--- src/hdl/cbau_pkg.sv ---
// cbau_pkg: shared types and constants for the clockwise bearing angle unit
// no dependencies; imported by every cbau module

package cbau_pkg;

	// guard bits below the coordinate magnitude in the cordic datapath
	localparam int GUARD_BITS = 24;

	// internal angles are 32-bit fractions of a turn
	localparam int TURN_BITS = 32;
	localparam logic [TURN_BITS-1:0] TURN_HALF    = 32'h8000_0000;
	localparam logic [TURN_BITS-1:0] TURN_QUARTER = 32'h4000_0000;

	// atan(2^-i) in units of 2^-32 turn
	localparam logic [TURN_BITS-1:0] ATAN_TAB [32] = '{
		32'd536870912, 32'd316933406, 32'd167458907, 32'd85004756,
		32'd42667331,  32'd21354465,  32'd10679838,  32'd5340245,
		32'd2670163,   32'd1335087,   32'd667544,    32'd333772,
		32'd166886,    32'd83443,     32'd41722,     32'd20861,
		32'd10430,     32'd5215,      32'd2608,      32'd1304,
		32'd652,       32'd326,       32'd163,       32'd81,
		32'd41,        32'd20,        32'd10,        32'd5,
		32'd3,         32'd1,         32'd1,         32'd0
	};

	// quadrant and special-case flags that ride along the pipeline
	typedef struct packed {
		logic a_zero;
		logic b_zero;
		logic a_neg;
		logic b_neg;
		logic screen;
	} quad_t;

endpackage

--- src/hdl/cbau_fold.sv ---
// cbau_fold: input stage, folds the offset vector into magnitudes and quadrant flags
// depends on cbau_pkg

module cbau_fold import cbau_pkg::*; #(
	parameter int COORD_WIDTH  = 16,
	parameter int CORDIC_WIDTH = 42
) (
	input  logic                           clk,
	input  logic                           arst_n,
	input  logic                           en,
	input  logic                           in_vld,
	input  logic signed [COORD_WIDTH-1:0]  x_offset,
	input  logic signed [COORD_WIDTH-1:0]  y_offset,
	input  logic                           mode,
	output logic                           out_vld,
	output logic signed [CORDIC_WIDTH-1:0] out_x,
	output logic signed [CORDIC_WIDTH-1:0] out_y,
	output quad_t                          out_flags
);

	localparam int PAD = CORDIC_WIDTH - COORD_WIDTH - GUARD_BITS;

	logic signed [COORD_WIDTH:0]   a_ext;
	logic signed [COORD_WIDTH:0]   y_ext;
	logic signed [COORD_WIDTH:0]   b_ext;
	logic signed [COORD_WIDTH:0]   a_neg_val;
	logic signed [COORD_WIDTH:0]   b_neg_val;
	logic        [COORD_WIDTH-1:0] ma;
	logic        [COORD_WIDTH-1:0] mb;
	quad_t                         flags_d;

	logic                           vld_s1;
	logic signed [CORDIC_WIDTH-1:0] x_s1;
	logic signed [CORDIC_WIDTH-1:0] y_s1;
	quad_t                          flags_s1;

	always_comb begin
		a_ext     = {x_offset[COORD_WIDTH-1], x_offset};
		y_ext     = {y_offset[COORD_WIDTH-1], y_offset};
		b_ext     = mode ? y_ext : -y_ext;
		a_neg_val = -a_ext;
		b_neg_val = -b_ext;
		ma        = a_ext[COORD_WIDTH] ? a_neg_val[COORD_WIDTH-1:0] : a_ext[COORD_WIDTH-1:0];
		mb        = b_ext[COORD_WIDTH] ? b_neg_val[COORD_WIDTH-1:0] : b_ext[COORD_WIDTH-1:0];
		flags_d.a_zero = (x_offset == '0);
		flags_d.b_zero = (y_offset == '0);
		flags_d.a_neg  = x_offset[COORD_WIDTH-1];
		flags_d.b_neg  = b_ext[COORD_WIDTH];
		flags_d.screen = mode;
	end

	always_ff @(posedge clk or negedge arst_n) begin
		if (!arst_n) begin
			vld_s1 <= 1'b0;
		end else if (en) begin
			vld_s1 <= in_vld;
		end
	end

	// abscissa is |b|, ordinate is |a|
	always_ff @(posedge clk) begin
		if (en) begin
			x_s1     <= signed'({{PAD{1'b0}}, mb, {GUARD_BITS{1'b0}}});
			y_s1     <= signed'({{PAD{1'b0}}, ma, {GUARD_BITS{1'b0}}});
			flags_s1 <= flags_d;
		end
	end

	assign out_vld   = vld_s1;
	assign out_x     = x_s1;
	assign out_y     = y_s1;
	assign out_flags = flags_s1;

endmodule

--- config.mk ---
export PLATFORM = sky130hd
export DESIGN_NAME = cbau_fold
export DESIGN_NICKNAME = d
export VERILOG_FILES = /design/src/hdl/cbau_pkg.sv /design/src/hdl/cbau_fold.sv
export SDC_FILE = /design/constraint.sdc
export NUM_CORES = 1
export LEC_CHECK = 0
export ABC_AREA = 0
export BUFFER_PORTS_ARGS = -buffer_cell sky130_fd_sc_hd__buf_2
export CORE_UTILIZATION = 52
export DETAILED_ROUTE_END_ITERATION = 16
export GPL_TIMING_DRIVEN = 1
export PLACE_DENSITY_LB_ADDON = 0.3
export SLEW_MARGIN = 20
export SYNTH_ARGS = -nofsm -noshare
export SYNTH_HDL_FRONTEND = slang
export SYNTH_SLANG_ARGS = --single-unit
--- constraint.sdc ---
create_clock -name clk -period 1.7 [get_ports clk]
set_input_delay 0.34 -clock clk [delete_from_list [all_inputs] [get_ports clk]]
set_output_delay 0.34 -clock clk [all_outputs]
set_load 0.02 [all_outputs]
### Word level (Yosys, flattened, before mapping)

Cells that the tools add are included.

* RAM bits: 0
* ROM bits: 0
* register bits: 38
* memories: 0
* latch bits: 0
* output and inout port bits: 90

* multiply operators: 0
* div/mod/pow operators: 0
* shifts and indexed selects: 0
* eq/ne operators: 0
* reduce and logical (&&, ||, !) cells: 2
* add/sub/neg operators: 3
* bitwise operators: 0
* $lt $le $gt $ge: 0
* multiplexer cells: 3

Operator list (number)
* 16-bit zero test: 2
* 16-bit negator: 2
* 17-bit 2-to-1 mux: 1
* 16-bit negator with 17-bit output: 1
* 16-bit 2-to-1 mux: 1
* 15-bit 2-to-1 mux: 1

### Depth between registers and ports, before layout

Gate-level depths: netlist (run 1).

* depth in word-level cells: 4
* mapped depth: 9
* depth with buffers taken out: 9

### Worst setup path after synthesis (run 1)

No wires, ideal clock.

* kind: input-to-reg
* from: input port y_offset[0]
* to: register x_s1[38], in the netlist out_x[38] (data pin)
* data arrival time: 1945 ps
* setup slack: -511 ps
* required time: 1434 ps
* buffers on the path: 1
* cell stages on the path: 9
* library setup time: 266 ps
* path through: inv_1 -> ha_1 -> nor2b_1 -> buf_2 -> a31oi_1 -> xnor2_1 -> nand2_1 -> o31ai_2 -> xor2_1

* word-level cells in the longest chain between the ends: 4

RTL lines
* start: declaration: line cbau_fold.sv:13 `input logic signed [COORD_WIDTH-1:0] y_offset,`
* 16-bit negator with 17-bit output: line cbau_fold.sv:40 `b_ext = mode ? y_ext : -y_ext;`
* 17-bit 2-to-1 mux (*): line cbau_fold.sv:40
* 16-bit negator: line cbau_fold.sv:42 `b_neg_val = -b_ext;`
* 16-bit 2-to-1 mux (*): line cbau_fold.sv:44 `mb = b_ext[COORD_WIDTH] ? b_neg_val[COORD_WIDTH-1:0] : b_ext[COORD_WIDTH-1:0];`
* net mb[14]: line cbau_fold.sv:29 `logic [COORD_WIDTH-1:0] mb;`
* end signal: assignment: line cbau_fold.sv:63 `x_s1 <= signed'({{PAD{1'b0}}, mb, {GUARD_BITS{1'b0}}});`
* end: declaration: line cbau_fold.sv:33 `logic signed [CORDIC_WIDTH-1:0] x_s1;`

The timed path passes the listed nets; every way through them passes the cells marked *.
A chain may end at the register's enable or synchronous reset.

### Worst setup path after layout (run 1)

* from: input port y_offset[0]
* to: register x_s1[37], in the netlist out_x[37] (data pin)

The elaborated chain is that of the path after synthesis.

==> impl_metrics.ini, run 1 <==
[grt]
grt_max_degree = 23
overflow = 0
grt_pass1_vias = 2428
antenna_found_initial = 0
grt_use_total_pct = 23.34
grt_pass1_wl_um = 10940

[sta]
min_period_ns = 1.913
skew_ns = 0
fmax_mhz = 522.8
grt_setup_unrepaired = yes
finalWorstSetupSlack_ns = -0.2127
setup_viol = 15
slew_violations = 0
fin_crit_sh_pct = 112.5
final-hold-violation-count = 0

[logic_synthesis]
yosys.area_share.simple_pct = 17.11
postSynthAreaPerCell_um2 = 10.18
yosysSeqAreaShare_pct = 39.43
muxShareOfSynthArea_pct = 0.7382
ys_ff_latch = 38
synth.cell_area_mm2 = 0.002882
synth_top_family_by_area = buffers and inverters
synth_compound_area_share_pct = 12.64
yosysUniqueCellTypes = 55
ys_async_sr_fraction_pct = 2.632
synth_flop_cell = edfxtp_1
yosys_warnings = 0
syn_inst = 283
synth_fa_ha_area_share_pct = 0.8684
synth-xor-area-share_pct = 11.81
synth_edf_count = 37

[clocking]
clk_path_buf_depth = 2
root_buffer = clkbuf_8
clock_latency_ns = 0.29
numCtsBuffers = 5
cts_num_sinks = 38
cts_tree = done
path_clk_slew_ns = 0.08
cts_htree_levels = 2

[floorplanning]
start_util_pct = 55.02
pin_count = 127
dieArea_mm2 = 0.005843
die_y_um = 76.44
coreArea_mm2 = 0.005238
num_rows = 26
die_x_um = 76.44

[placed_design]
gp_congestion = 0.9035
dp_hpwl_um = 4834
port_buffers = 74
place_ws_ns = -0.6173

[setup_path]
crit_type = input pin to register
required_ns = 1.74
worst_setup_path_end_kind = register
worstPathArrival_ns = 1.95
cp_max_fo = 4
critPathLaunchType = input pin

[flow_run]
cap_violations = 0

[drt]
via_per_inst = 5.038
antenna_left = 0
drc = 0
routedWlPerCell_um = 13.85
wl_um = 6899
via_count = 2509
drt_iter0_markers = 73
drt_first_pass_iters = 4

[power_and_ir_drop]
finalPower_mw = 2.749
ir_drop_v = 0.0003521
leakage_nw = 1.739
power_density_mw_per_mm2 = 662.5

[final_layout]
fin_nets = 466
final_common_cell = buf_2
areaGrowthSynthToFinish_pct = 44.03
final_cell_mix = buf_2, buf_4, conb_1, edfxtp_1, xnor2_1
drive_gt1_share_pct = 51.87
n_antenna_cell = 0

[status]
violations = setup timing
status = complete, but fails checks

[worst_hold_path]
hold_path_class = input pin to register
==> critical path, stage by stage <==
cell     delay, ns
buf_6         0.10
buf_4         0.15
nor3_4        0.21
buf_4         0.18
a31oi_1       0.09
or3_4         0.36
a31oi_4       0.24
a41oi_2       0.14
xnor2_1       0.15
==> stage by stage <==
| stage | instance area, µm² | TNS [ns] | util [%] | cells | hold slack [ns] |
|---|---|---|---|---|---|
| 4_1_cts | 3999 | -2.283 | 76.35 | 497 | 0.2317 |
| 3_5_place_dp | 3652 | -10.14 | 69.73 | 483 | 0.1149 |
| 3_3_place_gp | 3652 | -9.179 | 69.73 | 483 | 0.1147 |
| 5_1_grt | 4150 | -3.199 | 79.24 | 498 | 0.2390 |
| 6_report | 4150 | -2.096 | 79.24 | 498 | 0.2373 |
| 2_1_floorplan | 3136 | -4.762 | - | 334 | 0.04441 |
==> layer usage <==
metal	routed length [µm]	vias up	track usage, %	part of all wire (%)
met5	0	-	0	0
met4	67	0	7.308	0.97
met3	422	8	4.431	6.1
met2	3693	112	43.15	54
met1	2716	1191	26.95	39
li1	-	1198	-	-
==> sequential cells by signal, summed over array words and instances, names as in the netlist <==
| name | count |
|---|---|
| out_x | 16 |
| out_vld | 1 |
| out_flags | 5 |
| out_y | 16 |
==> final cells by class <==
class,count,area [µm²]
clock inverters,3,16.27
clock buffers,5,68.82
inverters,8,42.54
repair buffers,151,1018
fillers,343,1087
well taps,70,87.58
multi-input cells,223,1780
flip-flops and latches,38,1136
==> synthesized netlist by cell type (3+ instances only) <==
master / count / area, µm²
xor2_1: 8 / 70.07
buf_4: 52 / 390.4
nand3_1: 3 / 15.01
nand2_1: 17 / 63.81
o21ai_0: 7 / 35.03
a41oi_1: 3 / 26.28
a21oi_1: 6 / 30.03
nand2b_1: 8 / 50.05
nor2_1: 13 / 48.80
or3_1: 3 / 18.77
and2_1: 3 / 18.77
xnor2_1: 29 / 254.0
o31ai_1: 4 / 30.03
inv_1: 7 / 26.28
nor4b_1: 5 / 43.79
o41ai_1: 3 / 26.28
a31oi_1: 10 / 62.56
nor2b_1: 3 / 18.77
edfxtp_1: 37 / 1111
buf_2: 9 / 45.04
nor3_1: 9 / 45.04
nor3b_1: 3 / 22.52
or4_1: 3 / 22.52
==> power by group <==
group / internal [mW] / switching [mW]
Clock: 0.281 / 0.326
Combinational: 0.384 / 0.581
Sequential: 1.16 / 0.0220
Total: 1.82 / 0.929
==> logic make-up (layout without fill, tap and decap cells) <==
family | count (synthesis) | in the layout
AOI/OAI and AO/OA | 47 | 47
xor gates and xnor gates | 38 | 38
adders and majority gates | 2 | 2
buffers and inverters | 73 | 167
DFF | 38 | 38
muxes | 2 | 2
other | 1 | 52
and+or+nand+nor | 82 | 82
==> final timing paths <==
kind	from	end	slack (ns)	cells after the start
worst max-delay path	y_offset[0]	out_x[37]	-0.21	9
worst max register to register	out_vld	out_vld	0.96	1
worst min register to register	out_vld	out_vld	0.51	1
max in group asynchronous	arst_n	out_vld	1.27	2
min in group asynchronous	arst_n	out_vld	0.35	2
worst min-delay path	x_offset[0]	out_y[24]	0.24	1
==> repair_timing <==
action,CTS,global route
gates resized for setup,44,27
endpoints found under the hold margin,1,0
pin swaps,18,13
buffers inserted,5,1
endpoints found under the setup margin,16,19
hold buffers,1,0
Power figures use the tool's default switching activity.
==> inputs of run 2 (changes only) <==
CELL_PAD_IN_SITES_DETAIL_PLACEMENT = 1   (was default)
CELL_PAD_IN_SITES_GLOBAL_PLACEMENT = 2   (was default)
CORE_UTILIZATION = 30   (was 52)
SLEW_MARGIN = default   (was 20)
TNS_END_PERCENT = 5   (was default)
==> run 2 against run 1 <==
Compared with the run above:
- the run still ends with setup timing left
- sequential share of layout area fell by 0.52 points
- non-clock buffer count rose by 12
- flip-flop and latch count did not move
- clock-buffer cell count did not move
- first-iteration DRC count rose by 1.4%
- via count rose by 0.28%
- final cell count rose by 14%
==> impl_metrics.ini, run 2 (synthesis gave the netlist of run 1 again) <==
[status]
status = complete, but fails checks
violations = setup timing

[drt]
via_per_inst = 4.422
drt_iter0_markers = 74
drc = 0
via_count = 2516
drt_first_pass_iters = 4
routedWlPerCell_um = 14.66
wl_um = 8344
antenna_left = 0

[sta]
grt_setup_unrepaired = yes
min_period_ns = 1.989
fin_crit_sh_pct = 117.0
skew_ns = 0
slew_violations = 0
setup_tns_ns = -2.955
finalWorstSetupSlack_ns = -0.2887
setup_viol = 15
final-hold-violation-count = 0
fmax_mhz = 502.8

[final_layout]
final_cell_mix = buf_4, buf_2, conb_1, edfxtp_1, xnor2_1
final_common_cell = buf_4
areaGrowthSynthToFinish_pct = 46.81
final_util_pct = 45.57
n_antenna_cell = 0
fin_nets = 478
drive_gt1_share_pct = 48.64
n_fill_cell = 1105

[setup_path]
required_ns = 1.74
crit_type = input pin to register
rr_worst_depth = 1
cp_max_fo = 7
worst_setup_path_end_kind = register
worstPathArrival_ns = 2.03
critPathLaunchType = input pin
crit-reg2reg-launch = out_vld
rrSetupSlack_ns = 0.96
crit_path_start = y_offset[0]
r2r_end = out_vld

[clocking]
numCtsBuffers = 5
cts_tree = done
clk_path_buf_depth = 2
root_buffer = clkbuf_8
clock_latency_ns = 0.29
cts_htree_levels = 2
cts_num_sinks = 38
path_clk_slew_ns = 0.08

[grt]
grt_use_total_pct = 16.51
grt_pass1_wl_um = 12750
grt_max_degree = 19
overflow = 0
grt_pass1_vias = 2553
antenna_found_initial = 0

[floorplanning]
die_y_um = 100.0
start_util_pct = 31.04
num_rows = 35
coreArea_mm2 = 0.009284
pin_count = 127
dieArea_mm2 = 0.01000
die_x_um = 100.0

[worst_hold_path]
hold_depth = 1
hold_start = x_offset[0]
hold_path_end = out_y[24]
hold_path_class = input pin to register

[power_and_ir_drop]
leakage_nw = 1.791
ir_drop_v = 0.0003500
power_density_mw_per_mm2 = 727.1

[placed_design]
dp_hpwl_um = 6128
port_buffers = 74
gp_congestion = 0.7770

[flow_run]
cap_violations = 0
[run 2: cell count changes in the layout (fill, tap and decap cells not counted), moves of 2 or more]
cell       change
buf_4         +13
nand2_1        +5
a21oi_1        +4
a21oi_2        -3
nand2_4        -3
a31oi_1        +2
buf_6          -2
bufinv_16      +2
nand2_2        -2
o31ai_1        +2
o31ai_2        -2
[run 2: how the worst max path moves through the flow]
stage / slack, ns / to / cells after the start
5_1_grt: -0.38 / out_x[37] / 9
2_1_floorplan: -0.41 / out_x[37] / 7
4_1_cts: -0.29 / out_x[37] / 8
3_5_place_dp: -0.85 / out_x[37] / 9
3_3_place_gp: -0.71 / out_x[37] / 9
6_report: -0.29 / out_x[33] / 10
[run 2: layout make-up]
cell class / count / area [µm²] / area share [%]
clock buffer: 5 / 68.82 / 1.627
sequential: 38 / 1136 / 26.86
timing repair buffer: 163 / 1104 / 26.09
tap: 129 / 161.4 / 3.815
inverter: 8 / 37.54 / 0.8873
multi-input combinational: 223 / 1659 / 39.22
clock inverter: 3 / 63.81 / 1.508
[run 2: worst max-delay path, stage by stage]
cell	delay [ns]
buf_6	0.10
inv_4	0.05
ha_4	0.15
nor2b_4	0.25
nand4_2	0.15
o41a_1	0.39
a21oi_4	0.20
buf_4	0.17
a21oi_1	0.05
xor2_1	0.15
[run 2: power by group]
group          internal, mW  switching [mW]  leakage, nW
Combinational         0.389           0.582         1.35
Sequential             1.16          0.0238        0.373
Clock                 0.581           0.344       0.0658
Total                  2.13           0.950         1.79
[run 2: metrics by stage]
| step | instances | total power [mW] | worst slack, ns | cell area [µm²] | hold WS (ns) |
|---|---|---|---|---|---|
| floorplan | 334 | 1.802 | -0.4115 | 3080 | 0.04441 |
| global placement | 548 | 2.074 | -0.7088 | 3742 | 0.1144 |
| detailed placement | 548 | 2.091 | -0.8463 | 3742 | 0.1156 |
| CTS | 568 | 3.064 | -0.2912 | 4140 | 0.2267 |
| global route | 569 | 3.212 | -0.3805 | 4230 | 0.2150 |
| finish | 569 | 3.076 | -0.2887 | 4230 | 0.2268 |
[run 2: timing repair]
action	in CTS	in global routing
hold buffers	1	0
endpoints found under the setup margin	19	20
pin swaps	17	7
buffers inserted	11	1
cloned	1	0
hold endpoints to repair	1	0
resized for setup	34	13
[run 2: per-layer routing]
layer	track usage [%]	wire length, µm	vias up
li1	-	-	1223
met1	19.14	3468	1205
met2	31.19	4369	79
met3	2.577	403	9
met4	4.794	102	0
met5	0	0	-
==> inputs of run 3 (changes only) <==
CORE_UTILIZATION = 28   (was 30)
clock period = 1.85 ns   (was 1.7 ns; I/O delays follow)
==> run 3 against run 2 <==
Compared with the run above:
- sequential power decreased by 8%
- hold slack improved by 0.055 ns
- core utilization decreased by 4.5 points
- routed wire length decreased by 7.7%
- register-to-register slack improved by 0.15 ns
- clock skew unchanged
- clock-buffer cell count unchanged
- largest cell class unchanged
- the flow still finishes with violations (setup timing)
- final cell count decreased by 1.8%
- final area decreased by 4.3%
- via count decreased by 3.1%
- sequential share of layout area increased by 1.2 points
==> impl_metrics.ini, run 3 (synthesis gave the netlist of run 1 again) <==
[status]
violations = setup timing
status = complete, but fails checks

[placed_design]
port_buffers = 74
gp_congestion = 0.7543
dp_hpwl_um = 6049
dp_cells = 542

[floorplanning]
dieArea_mm2 = 0.01070
die_y_um = 103.4
start_util_pct = 29.21
die_x_um = 103.4
num_rows = 36
coreArea_mm2 = 0.009864
pin_count = 127

[grt]
grt_max_degree = 28
grt_pass1_wl_um = 12050
grt_use_total_pct = 14.90
antenna_found_initial = 0
overflow = 0
grt_pass1_vias = 2407

[final_layout]
final_util_pct = 41.06
drive_gt1_share_pct = 45.77
fin_nets = 464
final_cell_count_no_fill = 559
areaGrowthSynthToFinish_pct = 40.56
final_cell_mix = buf_2, buf_4, conb_1, edfxtp_1, xnor2_1
n_antenna_cell = 0
final_common_cell = buf_2

[setup_path]
cp_max_fo = 6
worst_setup_path_end_kind = register
crit-reg2reg-launch = out_vld
max_stage_delay_ns = 0.46
worstPathArrival_ns = 2.16
cp_slowest_cell = or4_4
crit_type = input pin to register
critPathLaunchType = input pin
required_ns = 1.96
crit_path_start = y_offset[4]
crit_chain = buf_2 -> nor4_4 -> buf_6 -> nand2_1 -> or4_4 -> a31oi_4 -> nand3_2 -> o311ai_4

[power_and_ir_drop]
power_density_mw_per_mm2 = 649.2
leakage_nw = 1.701
ir_drop_v = 0.0002414
finalPower_mw = 2.630

[drt]
drt_iter0_markers = 95
antenna_left = 0
drc = 0
via_count = 2438
via_per_inst = 4.361
wl_um = 7704
drt_first_pass_iters = 4
routedWlPerCell_um = 13.78

[sta]
final-hold-violation-count = 0
fmax_mhz = 488.1
min_period_ns = 2.049
finalWorstSetupSlack_ns = -0.1990
grt_setup_unrepaired = yes
slew_violations = 0
skew_ns = 0
setup_viol = 14
whs_ns = 0.2818
fin_crit_sh_pct = 110.8
setup_tns_ns = -1.276

[worst_hold_path]
hold_path_class = input pin to register
hold_start = x_offset[0]

[clocking]
cts_htree_levels = 2
path_clk_slew_ns = 0.07
numCtsBuffers = 5
clock_latency_ns = 0.29
cts_tree = done
cts_num_sinks = 38
clk_path_buf_depth = 2
root_buffer = clkbuf_8

[flow_run]
cap_violations = 0
-- run 3: cell count changes in the layout (fill, tap and decap cells not counted), sizes merged --
cell and delta:
buf -14, bufinv -1, clkinv +1
-- run 3: timing repair --
| action | 4_1_cts | 5_1_grt |
|---|---|---|
| hold buffers | 1 | 0 |
| gates cloned | 0 | 0 |
| buffers inserted | 5 | 3 |
| setup endpoints to repair | 15 | 17 |
| gates resized for setup | 32 | 5 |
| endpoints found under the hold margin | 1 | 0 |
| pin swaps | 19 | 12 |
-- run 3: per-stage QoR --
step	instance area [µm²]	setup WS (ns)
global placement	3672	-0.6655
global route	4050	-0.2773
CTS	3991	-0.1695
floorplan	3080	-0.2915
detailed placement	3672	-0.6679
finish	4050	-0.1990
-- run 3: critical path, delay by kind of cell --
kind,cells,cell delay [ns]
AOI/OAI and AO/OA,2,0.53
and+or+nand+nor,4,0.95
buffers and inverters,2,0.31
-- run 3: final cells by class --
cell class	count	area [µm²]
clock buffer	5	68.82
clock inverter	3	40.04
fill	1173	5814
inverter	8	37.54
multi-input combinational	223	1607
sequential	38	1136
tap	133	166.4
timing repair buffer	149	994.7
-- run 3: where the power goes --
group,total [mW],switching (mW),internal [mW],leakage (nW)
Combinational,0.852,0.517,0.335,1.27
Clock,0.693,0.296,0.397,0.0579
Sequential,1.08,0.0224,1.06,0.373
Total,2.63,0.835,1.79,1.70
-- run 3: per-layer routing --
| layer | up-vias | global-route usage, % | part of all wire [%] |
|---|---|---|---|
| met4 | 0 | 4.550 | 1.1 |
| met5 | - | 0 | 0 |
| met1 | 1163 | 17.97 | 42 |
| li1 | 1192 | - | - |
| met2 | 77 | 27.15 | 51 |
| met3 | 6 | 2.285 | 5.5 |
-- run 3: worst paths after layout --
kind | endpoint | slack [ns] | cells after the start
worst max-delay path | out_x[39] | -0.20 | 8
worst min-delay path | out_y[24] | 0.28 | 1
worst max register to register | out_vld | 1.11 | 1
worst min register to register | out_vld | 0.51 | 1
max in group asynchronous | out_vld | 1.39 | 2
min in group asynchronous | out_vld | 0.37 | 2
