<file path="config.mk">
export PLATFORM = sky130hd
export DESIGN_NAME = cbau_resolve
export DESIGN_NICKNAME = d
export VERILOG_FILES = /design/src/hdl/cbau_pkg.sv /design/src/hdl/cbau_resolve.sv
export SDC_FILE = /design/constraint.sdc
export NUM_CORES = 1
export LEC_CHECK = 0
export BUFFER_PORTS_ARGS = -buffer_cell sky130_fd_sc_hd__clkbuf_2
export CAP_MARGIN = 10
export CORE_MARGIN = 2
export CORE_UTILIZATION = 51
export DETAILED_ROUTE_END_ITERATION = 8
export PLACE_DENSITY = 0.75
export SYNTH_ARGS = -nofsm -noshare
export SYNTH_HDL_FRONTEND = slang
export SYNTH_SLANG_ARGS = --single-unit
</file>
<file path="constraint.sdc">
create_clock -name clk -period 3 [get_ports clk]
set_clock_uncertainty 0.1 [all_clocks]
set_input_delay 0.3 -clock clk [delete_from_list [all_inputs] [get_ports clk]]
set_output_delay 0.3 -clock clk [all_outputs]
set_load 0.005 [all_outputs]
</file>
<file path="src/hdl/cbau_pkg.sv">
// cbau_pkg: shared types and constants for the clockwise bearing angle unit
// no dependencies; imported by every cbau module

package cbau_pkg;

	// guard bits below the coordinate magnitude in the cordic datapath
	localparam int GUARD_BITS = 24;

	// internal angles are 32-bit fractions of a turn
	localparam int TURN_BITS = 32;
	localparam logic [TURN_BITS-1:0] TURN_HALF    = 32'h8000_0000;
	localparam logic [TURN_BITS-1:0] TURN_QUARTER = 32'h4000_0000;

	// atan(2^-i) in units of 2^-32 turn
	localparam logic [TURN_BITS-1:0] ATAN_TAB [32] = '{
		32'd536870912, 32'd316933406, 32'd167458907, 32'd85004756,
		32'd42667331,  32'd21354465,  32'd10679838,  32'd5340245,
		32'd2670163,   32'd1335087,   32'd667544,    32'd333772,
		32'd166886,    32'd83443,     32'd41722,     32'd20861,
		32'd10430,     32'd5215,      32'd2608,      32'd1304,
		32'd652,       32'd326,       32'd163,       32'd81,
		32'd41,        32'd20,        32'd10,        32'd5,
		32'd3,         32'd1,         32'd1,         32'd0
	};

	// quadrant and special-case flags that ride along the pipeline
	typedef struct packed {
		logic a_zero;
		logic b_zero;
		logic a_neg;
		logic b_neg;
		logic screen;
	} quad_t;

endpackage

</file>
<file path="src/hdl/cbau_resolve.sv">
// cbau_resolve: quadrant unfold, rounding, output register and skid stage
// depends on cbau_pkg

module cbau_resolve import cbau_pkg::*; #(
	parameter int ANGLE_WIDTH = 16,
	parameter int OUT_W       = 16
) (
	input  logic                   clk,
	input  logic                   arst_n,
	input  logic                   in_vld,
	input  logic [TURN_BITS-1:0]   in_z,
	input  quad_t                  in_flags,
	output logic                   en,
	output logic                   m_axis_tvalid,
	input  logic                   m_axis_tready,
	output logic [OUT_W-1:0]       m_axis_tdata
);

	localparam int SHIFT = TURN_BITS - ANGLE_WIDTH;
	localparam logic [TURN_BITS-1:0] RND = TURN_BITS'((33'd1 << SHIFT) >> 1);

	logic [TURN_BITS-1:0]   phi;
	logic [TURN_BITS-1:0]   base;
	logic                   neg;
	logic [TURN_BITS-1:0]   sum;
	logic [ANGLE_WIDTH-1:0] bearing_d;
	logic                   stall;

	logic                   out_vld_q;
	logic [ANGLE_WIDTH-1:0] out_data_q;
	logic                   skid_vld_q;
	logic [ANGLE_WIDTH-1:0] skid_data_q;

	// bearing = base +/- phi, rounded half up, wraps modulo one turn
	always_comb begin
		if (in_flags.a_zero) begin
			phi = '0;
		end else if (in_flags.b_zero) begin
			phi = TURN_QUARTER;
		end else begin
			phi = in_z;
		end
		if (in_flags.a_zero && in_flags.b_zero) begin
			base = in_flags.screen ? TURN_HALF : '0;
			neg  = 1'b0;
		end else begin
			base = in_flags.b_neg ? '0 : TURN_HALF;
			neg  = (in_flags.a_neg == in_flags.b_neg);
		end
		sum       = base + RND + (neg ? ~phi : phi) + TURN_BITS'(neg);
		bearing_d = sum[TURN_BITS-1:SHIFT];
	end

	assign stall = out_vld_q && !m_axis_tready;
	assign en    = !skid_vld_q;

	always_ff @(posedge clk or negedge arst_n) begin
		if (!arst_n) begin
			out_vld_q  <= 1'b0;
			skid_vld_q <= 1'b0;
		end else if (skid_vld_q) begin
			if (m_axis_tready) begin
				skid_vld_q <= 1'b0;
			end
		end else if (stall) begin
			skid_vld_q <= in_vld;
		end else begin
			out_vld_q <= in_vld;
		end
	end

	always_ff @(posedge clk) begin
		if (skid_vld_q) begin
			if (m_axis_tready) begin
				out_data_q <= skid_data_q;
			end
		end else if (stall) begin
			skid_data_q <= bearing_d;
		end else begin
			out_data_q <= bearing_d;
		end
	end

	assign m_axis_tvalid = out_vld_q;
	assign m_axis_tdata  = OUT_W'(out_data_q);

`ifndef NO_ASSERTIONS
	// the skid stage only holds data behind a held output
	a_skid_behind_out: assert property (@(posedge clk) disable iff (!arst_n)
		skid_vld_q |-> out_vld_q)
		else $error("skid stage valid without output valid");

	// the skid stage fills only when the output was stalled
	a_skid_fill_on_stall: assert property (@(posedge clk) disable iff (!arst_n)
		$rose(skid_vld_q) |-> $past(out_vld_q && !m_axis_tready))
		else $error("skid stage filled without a stalled output");

	// a drained skid entry becomes the next output transfer
	a_skid_drain: assert property (@(posedge clk) disable iff (!arst_n)
		skid_vld_q && m_axis_tready |=> out_vld_q && (out_data_q == $past(skid_data_q)))
		else $error("skid entry lost on drain");
`endif

endmodule

</file>
Yosys cells after proc, flatten, opt, wreduce, memory -nomap -nowiden
Cells that the tools add are included.

operators by class
  equality and inequality tests = 3
  reductions and logical operators = 7
  mux-type cells = 13
  add/sub/neg operators = 3
  bitwise gates (word level) = 3

operators by type and width
  operator                number
  $mux 32                 6
  $mux 16                 3
  $add 32x1->32           1
  $add 32x16->32 const B  1
  $add 32x32->32          1
  $not 32->32             1
  $reduce_and 2->1        3
  $mux 1                  4
  $logic_and 1x1->1       2
  $logic_not 1->1         2
  $ne 2x1->1 const B      1
  $ne 2x2->1 const B      1
  $not 1->1               2
  $eq 1x1->1              1

storage, ports and cells
  logic and storage cells = 33
  input port bits = 41
  output and inout bits = 18
  bits in registers = 34

Longest topological paths before layout
Gate-level depths: netlist of run 1.

  depth after elaboration = 8
  gate-level depth with buffers = 9
  gate-level depth less buffers = 6

Worst setup path before layout of run 1
OpenSTA, ideal clock, no wires.

  path type = reg-to-reg
  start = register skid_vld_q
  end = register skid_data_q[0], enable pin
  slack = 607 ps
  stages on the path, launching flop included = 3
  data arrival time = 1880 ps
  period minus slack after synthesis = 2393 ps
  path buffers = 1
  data required time = 2487 ps
  library setup time = 413 ps
  cell sequence = dfrtp_1 -> clkbuf_1 -> nor3b_1

on the way
  word-level cells in the longest chain between the ends = 2

RTL lines
  what                        RTL line            RTL
  start, declared             cbau_resolve.sv:31  logic skid_vld_q;
  start signal, assigned      cbau_resolve.sv:66  skid_vld_q <= in_vld;
  $not 1->1 (no line)         --
  $reduce_and 2->1 (no line)  --
  end signal, assigned        cbau_resolve.sv:78  skid_data_q <= bearing_d;
  end, declared               cbau_resolve.sv:32  logic [ANGLE_WIDTH-1:0] skid_data_q;

Every way passes these cells.
A chain may end at the register's enable or synchronous reset.

Worst setup path in the final report of run 1
  start = input in_flags[2] (netlist bit)
  end = register out_data_q[12], in the netlist m_axis_tdata[12], data pin

on the way
  word-level cells in the longest chain between the ends = 7

RTL lines
  what                  RTL line            RTL
  start, declared       cbau_resolve.sv:12  input quad_t in_flags,
  $eq 1x1->1 *          cbau_resolve.sv:48  neg = (in_flags.a_neg == in_flags.b_neg);
  $mux 1 *              cbau_resolve.sv:43  if (in_flags.a_zero && in_flags.b_zero) begin
  $mux 32               cbau_resolve.sv:50  sum = base + RND + (neg ? ~phi : phi) + TURN_BITS'(neg);
  $add 32x32->32        cbau_resolve.sv:50
  $add 32x1->32 *       cbau_resolve.sv:50
  $mux 16 *             cbau_resolve.sv:77  end else if (stall) begin
  $mux 16 *             cbau_resolve.sv:73  if (skid_vld_q) begin
  end signal, assigned  cbau_resolve.sv:75  out_data_q <= skid_data_q;
  end signal, assigned  cbau_resolve.sv:80  out_data_q <= bearing_d;
  end, declared         cbau_resolve.sv:30  logic [ANGLE_WIDTH-1:0] out_data_q;

Mark *: on every way between the ends. The rest lies on a longest branch, timed or not. The select of a mux whose other input is x is not followed.

==> results of run 1 <==
==> critical path: cells and delay by family <==
| family | cells | cell delay [ns] |
|---|---|---|
| xor gates and xnor gates | 1 | 0.17 |
| and+or+nand+nor | 1 | 0.66 |
| AOI/OAI and AO/OA | 4 | 0.96 |
| buffers and inverters | 2 | 0.35 |
==> area by class of cell <==
class,instances,area (µm²),share of cell area
Multi-Input combinational cell,256,1650,0.506
Tap cell,70,87.6,0.0268
Clock inverter,3,16.3,0.00498
Timing Repair Buffer,75,420,0.129
Clock buffer,5,68.8,0.0211
Inverter,3,11.3,0.00345
Sequential cell,34,1010,0.309
==> sequential cells by signal, indices dropped and copies added, names as in the netlist <==
register	flops
m_axis_tdata	16
skid_vld_q	1
skid_data_q	16
m_axis_tvalid	1
==> how the worst max path moves through the flow <==
stage	to	slack, ns	cells past startpoint	startpoint
2_1_floorplan	skid_data_q[0]	0.61	2	skid_vld_q
3_3_place_gp	m_axis_tdata[8]	0.24	8	in_flags[2]
5_1_grt	m_axis_tdata[14]	0.22	7	in_flags[2]
4_1_cts	m_axis_tdata[12]	0.51	8	in_flags[2]
3_5_place_dp	m_axis_tdata[12]	0.21	8	in_flags[2]
6_report	m_axis_tdata[12]	0.48	8	in_flags[2]
==> cells by family (layout without fill, tap and decap cells) <==
group,count (synthesis),after routing,synth area share
xor gates and xnor gates,5,5,0.0157
and+or+nand+nor,126,126,0.249
buffers and inverters,27,86,0.0492
muxes,2,2,0.00761
AOI/OAI and AO/OA,123,123,0.317
DFF,34,34,0.362
==> stage by stage <==
stage	cell area [µm²]	instances	setup slack (ns)	total power, µW
floorplan	2800	317	0.607	917
global placement	3170	437	0.242	1070
detailed placement	3170	437	0.206	1080
CTS	3270	446	0.514	1400
global route	3270	446	0.217	1480
finish	3270	446	0.484	1400
==> synth_stat cells, types with 7 or more instances <==
master / n / area, µm²
nand2_1: 27 / 101
nor2b_1: 9 / 56.3
a31oi_1: 10 / 62.6
a21oi_1: 27 / 135
o21ai_0: 14 / 70.1
edfxtp_1: 32 / 961
o211ai_1: 7 / 52.6
and3_1: 13 / 81.3
nand4_1: 8 / 50.1
nor2_1: 37 / 139
buf_2: 8 / 40.0
clkbuf_1: 11 / 41.3
==> routing by layer <==
layer	track usage	routed length, µm	up-vias
met5	0	0	-
met4	0.111	162	0
met3	0.0299	578	15
met2	0.390	3400	158
met1	0.350	3300	1308
li1	-	-	1353
==> what timing repair did <==
action | in CTS | in global routing
hold buffers | 1 | 0
buffers inserted | 0 | 0
endpoints found under the hold margin | 2 | 0
endpoints found under the setup margin | 0 | 0
==> where the power goes <==
group / internal, µW / switching, µW
Combinational: 183 / 272
Sequential: 604 / 16.9
Clock: 159 / 165
==> cells in the final DEF, fill, tap and decap left out, types with 3 or more instances in the layout <==
cell      netlist  routed
nor2_1         37      37
a211oi_1        5       5
o31a_1          5       5
a21oi_1        27      27
a22o_1          3       3
o211ai_1        7       7
o21ai_0        14      14
clkbuf_8        0       5
nand3_1         3       3
xnor2_1         3       3
and2_1          3       3
nor2b_1         9       9
and3_1         13      13
o21bai_1        6       6
nor3_1          6       6
o31ai_1         6       6
nand2_1        27      27
edfxtp_1       32      32
o31ai_2         3       3
o22ai_1         4       4
nand4_1         8       8
buf_4           1      16
o21a_1          3       3
clkbuf_2        0      58
a221o_1         3       3
a31oi_1        10      10
==> impl_metrics.tcl, run 1 <==
set metrics [dict create \
    status "finished clean" \
    ys_async_sr_fraction 0.0588 \
    cts_max_path_buffers 2 \
    min_to "skid_vld_q" \
    final_hold_viol_count 0 \
    ir_drop_mv 0.250 \
    die_w_um 78.1 \
    maxCapViolations 0 \
    synth_cell_types 73 \
    final.setup.tns_ns 0 \
    cp_slowest_stage_delay_ns 0.66 \
    via_per_inst 6.35 \
    antenna_found_initial 0 \
    cts_resized 0 \
    end_kind "register" \
    rows 26 \
    clk_pin_slew_worst_paths_ns 0.07 \
    num_vias 2834 \
    yosysSeqAreaShare 0.362 \
    max_freq_ghz 0.398 \
    maxSlewHeadroom 0.424 \
    coreArea_um2 5200 \
    reg2reg_slack_ns 1.25 \
    worst_pin_slew_ns 0.861 \
    postRouteAntennaNets 0 \
    hp-start "m_axis_tready" \
    crit_fanout 14 \
    filler_cell_count 487 \
    first_global_vias 2593 \
    drt-total-wl_mm 7.43 \
    cp_slowest_cell "nor2_1" \
    cts_made_buffers 5 \
    r2r-end "m_axis_tdata[15]" \
    ys.flop_type "edfxtp_1" \
    period_minus_slack_ns 2.52 \
    die_area_um2 6090 \
    reg2reg_depth 5 \
    clkSinkCount 34 \
    whs_ns 0.120 \
    grt_max_degree 31 \
    postSynthCellCount 317 \
    fp.dieH_um 78.1 \
    grt_use_total 0.250 \
    crit_required_ns 2.93 \
    powerDensity_nw_per_um2 428 \
    drive_above_1_share 0.269 \
    htreeDepth 2 \
    path_cells "clkbuf_2, xor2_1, nor2_1, a311oi_1, o31ai_4, buf_4, a31o_2, o21ai_1" \
    yosys_register_bits 34 \
    worst_hold_path_type "input port to register" \
    setup_viol 0 \
    clock_latency_ns 0.29 \
    final_nets 416 \
    grt_pass1_wl_mm 12.4 \
    area_delta_synth_final_pct 16.9 \
    place.detailed.hpwl_mm 5.50 \
    first_pass_iters 5 \
    worst-setup-path-type "input port to register" \
    wl_per_cell_um 16.7 \
    power_leakage_uw 0.00130 \
    fin_crit_sh 0.839 \
    avgSynthCellArea_um2 8.82 \
    drc_errors 0 \
    rr_startpoint "skid_vld_q" \
    drt_iter0_drc 173 \
    n_antenna_cell 0 \
    ys_warn_count 0 \
    syn_nets 358 \
    grt-ovfl-total 0 \
    portBuffers 58 \
    place_congestion 0.918 \
    netlist_area_um2 2800 \
    worst_setup_path_start_kind "input port" \
    cts-root-buf "clkbuf_8" \
    arrival_ns 2.45 \
    min_path_cells 2 \
    drv_slew 0 \
    synth_edf_count 32 \
    final_util 0.628 \
    initial_core_util 0.537 \
    ioPinCount 59 \
    cts_tree "done" \
    rsz0062_at_grt "false" \
]
Note: power is estimated with default switching activity, not from simulation.
==> run 2, diff against run 1 <==
CORE_UTILIZATION = 50   (was 51)
PLACE_DENSITY = 0.77   (was 0.75)
clock period = 2.2 ns   (was 3 ns; I/O delays follow)
==> impl_metrics.tcl, run 2 (synthesized netlist as in run 1, its figures left out) <==
set metrics [dict create \
    status "finished clean" \
    clk_pin_slew_worst_paths_ns 0.07 \
    grt_max_degree 23 \
    place.detailed.hpwl_mm 6.41 \
    max_freq_ghz 0.467 \
    crit_required_ns 2.13 \
    die_w_um 78.8 \
    fp.dieH_um 78.8 \
    n_antenna_cell 0 \
    final_common_cell "buf_4" \
    fin_crit_sh 0.974 \
    portBuffers 58 \
    wl_per_cell_um 16.8 \
    grt_pass1_wl_mm 13.3 \
    worst_setup_path_start_kind "input port" \
    hp-start "m_axis_tready" \
    place_congestion 0.946 \
    maxCapViolations 0 \
    coreArea_um2 5440 \
    rr_startpoint "skid_vld_q" \
    die_area_um2 6210 \
    end_kind "register" \
    worst_pin_slew_ns 0.616 \
    whs_ns 0.0338 \
    reg2reg_slack_ns 0.56 \
    first_pass_iters 5 \
    rows 27 \
    grt-ovfl-total 0 \
    drt-total-wl_mm 8.56 \
    drc_errors 0 \
    powerDensity_nw_per_um2 540 \
    maxSlewHeadroom 0.585 \
    initial_core_util 0.514 \
    ioPinCount 59 \
    ir_drop_mv 0.407 \
    cts_made_buffers 5 \
    period_minus_slack_ns 2.14 \
    final_nets 477 \
    first_global_vias 2837 \
    cts_tree "done" \
    postRouteAntennaNets 0 \
    worst-setup-path-type "input port to register" \
    htreeDepth 2 \
    area_delta_synth_final_pct 36.4 \
    num_vias 3150 \
    arrival_ns 2.08 \
    drive_above_1_share 0.380 \
    filler_cell_count 442 \
    crit_fanout 6 \
    startpoint "in_z[4]" \
    setup_viol 0 \
    dpl_cell_area_um2 3640 \
    drv_slew 0 \
    fin_area_um2 3810 \
    final_cell_mix "buf_4, clkbuf_2, nor2_1" \
    grt_use_total 0.270 \
    antenna_found_initial 0 \
    cts_max_path_buffers 2 \
    cts-root-buf "clkbuf_8" \
    drt_iter0_drc 246 \
    final_hold_viol_count 0 \
    clock_latency_ns 0.29 \
    power_leakage_uw 0.00161 \
    clkSinkCount 34 \
    worst_hold_path_type "input port to register" \
    via_per_inst 6.19 \
    total_power_uw 2060 \
]
[run 2: layout make-up]
cell class | instances | area, µm² | share of cell area
multi-input cells | 257 | 1720 | 0.451
flip-flops and latches | 34 | 1010 | 0.265
repair buffers | 135 | 902 | 0.236
well taps | 72 | 90.1 | 0.0236
clock buffers | 6 | 72.6 | 0.0190
inverters | 3 | 11.3 | 0.00295
clock inverters | 2 | 8.76 | 0.00230
[run 2: what timing repair did]
action,in CTS,in global routing
hold buffers,1,0
gates resized for setup,0,12
setup buffers,0,2
hold endpoints to repair,2,0
endpoints found under the setup margin,0,16
[run 2: power breakdown]
part,total [µW],switching [µW],internal [µW]
registers,852,27.6,824
clock network,443,226,217
logic,767,412,354
total,2060,666,1400
[run 2: final timing paths]
| kind | endpoint | cells after the start |
|---|---|---|
| max in group asynchronous | skid_vld_q | 2 |
| worst max-delay path | m_axis_tdata[12] | 10 |
| worst max register to register | m_axis_tdata[15] | 4 |
| min in group asynchronous | m_axis_tvalid | 2 |
| worst min-delay path | skid_vld_q | 2 |
| worst min register to register | m_axis_tdata[5] | 2 |
[run 2: per-layer routing]
metal,vias up,global-route usage,wire (µm)
met5,-,0,0
met4,0,0.112,285
met3,28,0.0307,624
met2,165,0.445,4120
met1,1471,0.362,3540
li1,1486,-,-
[run 2: per-stage QoR]
| step | cells | utilization | setup WS (ns) | setup TNS, ns |
|---|---|---|---|---|
| after floorplan | 317 | - | 0.0168 | 0 |
| after global placement | 497 | 0.669 | -0.219 | -4.03 |
| after detailed placement | 497 | 0.669 | -0.281 | -5.58 |
| after CTS | 506 | 0.685 | 0.0259 | 0 |
| after global routing | 509 | 0.701 | -0.0383 | -0.122 |
| final | 509 | 0.701 | 0.0576 | 0 |
[run 2: critical path, stage by stage]
cell and delay (ns):
clkbuf_2 0.08, or4_4 0.53, nor4_4 0.17, nand4_1 0.16, buf_4 0.20, o31ai_4 0.23, buf_6 0.16, buf_4 0.13
a31o_2 0.14, o21ai_1 0.05
==> run 3, diff against run 2 <==
CORE_UTILIZATION = 51   (was 50)
PLACE_DENSITY = 0.75   (was 0.77)
clock period = 2.4 ns   (was 2.2 ns; I/O delays follow)
==> impl_metrics.tcl, run 3 (synthesized netlist as in run 1, its figures left out) <==
set metrics [dict create \
    area_delta_synth_final_pct 27.6 \
    portBuffers 58 \
    place.detailed.hpwl_mm 5.91 \
    cts-root-buf "clkbuf_8" \
    cts_max_path_buffers 2 \
    power_leakage_uw 0.00149 \
    rows 26 \
    wl_per_cell_um 16.1 \
    clock_latency_ns 0.29 \
    reg2reg_slack_ns 0.90 \
    postRouteAntennaNets 0 \
    period_minus_slack_ns 2.22 \
    rsz0062_at_grt "false" \
    first_global_vias 2554 \
    drt_iter0_drc 180 \
    powerDensity_nw_per_um2 509 \
    drc_errors 0 \
    grt_max_degree 30 \
    worst_path_most_repeated_cell "buf_4" \
    arrival_ns 2.16 \
    final_cell_mix "clkbuf_2, buf_4, nor2_1" \
    cts_made_buffers 5 \
    first_pass_iters 4 \
    crit_family "compound AO/OA/AOI/OAI gates" \
    worst_pin_slew_ns 0.586 \
    final_nets 453 \
    cp_slowest_stage_delay_ns 0.42 \
    cp_slowest_cell "a211oi_1" \
    final_common_cell "clkbuf_2" \
    regArea_um2 1010 \
    setup_viol 0 \
    end_kind "register" \
    grt_pass1_wl_mm 12.7 \
    ioPinCount 59 \
    rr_startpoint "skid_vld_q" \
    drv_slew 0 \
    n_antenna_cell 0 \
    place_inst 474 \
    antenna_found_initial 0 \
    cts_tree "done" \
    path_cells "clkbuf_2, xor2_1, buf_4, nor3_4, a211oi_1, o31ai_4, buf_12, buf_4, a211o_1, a22o_1" \
    fin_cells 483 \
    maxSlewHeadroom 0.609 \
    final_hold_viol_count 0 \
    worst-setup-path-type "input port to register" \
    pre_cts_slack_ns -0.0991 \
    worst_slack_ns 0.179 \
    fin_crit_sh 0.925 \
    drive_above_1_share 0.332 \
    ir_drop_mv 0.315 \
    die_w_um 78.1 \
    num_vias 2874 \
    via_per_inst 5.95 \
    multi_input_area_um2 1650 \
    status "finished clean" \
    startpoint "in_flags[2]" \
    die_area_um2 6090 \
    crit_required_ns 2.34 \
    drt-total-wl_mm 7.76 \
    crit_fanout 11 \
    place_congestion 0.942 \
    hp-start "m_axis_tready" \
    final_util 0.685 \
    filler_cell_count 451 \
    grt_use_total 0.264 \
    clk_pin_slew_worst_paths_ns 0.07 \
    maxCapViolations 0 \
    clkSinkCount 34 \
    max_freq_ghz 0.450 \
    fp.dieH_um 78.1 \
    grt-ovfl-total 0 \
    initial_core_util 0.537 \
    cp_num_buf_inv 4 \
    worst_hold_path_type "input port to register" \
    htreeDepth 2 \
    worst_setup_path_start_kind "input port" \
    coreArea_um2 5200 \
]
-- run 3: stage by stage --
stage	total power, µW	setup TNS [ns]	instance area (µm²)	hold slack (ns)
finish	1820	0	3570	0.0616
global route	1920	0	3570	0.0670
CTS	1820	0	3570	0.0538
detailed placement	1420	-0.395	3480	-0.0719
global placement	1410	-0.148	3480	-0.0737
floorplan	1150	0	2800	-0.156
-- run 3: power breakdown --
group | internal, µW | total [µW] | switching [µW]
registers | 755 | 776 | 20.8
clock network | 199 | 400 | 201
logic | 288 | 641 | 352
total | 1240 | 1820 | 574
-- run 3: area by class of cell --
type / instances / share of cell area
clock inverters: 2 / 0.00246
well taps: 70 / 0.0246
clock buffers: 6 / 0.0203
flip-flops and latches: 34 / 0.283
multi-input cells: 256 / 0.463
repair buffers: 112 / 0.203
inverters: 3 / 0.00316
-- run 3: worst paths after layout --
| check | to | cells past startpoint |
|---|---|---|
| worst min register to register | m_axis_tdata[14] | 2 |
| min in group asynchronous | skid_vld_q | 2 |
| worst min-delay path | skid_vld_q | 2 |
| worst max-delay path | m_axis_tdata[9] | 10 |
| worst max register to register | skid_data_q[10] | 3 |
| max in group asynchronous | m_axis_tvalid | 2 |
-- run 3: timing repair --
action                    4_1_cts  5_1_grt
hold endpoints to repair        2        0
hold buffers                    1        0
setup buffers                   0        0
gates resized for setup         0        0
-- run 3: per-layer routing --
metal	global-route usage	up-vias	wire, µm
li1	-	1426	-
met2	0.416	133	3580
met4	0.102	0	83
met5	0	-	0
met3	0.0253	8	528
met1	0.378	1307	3570
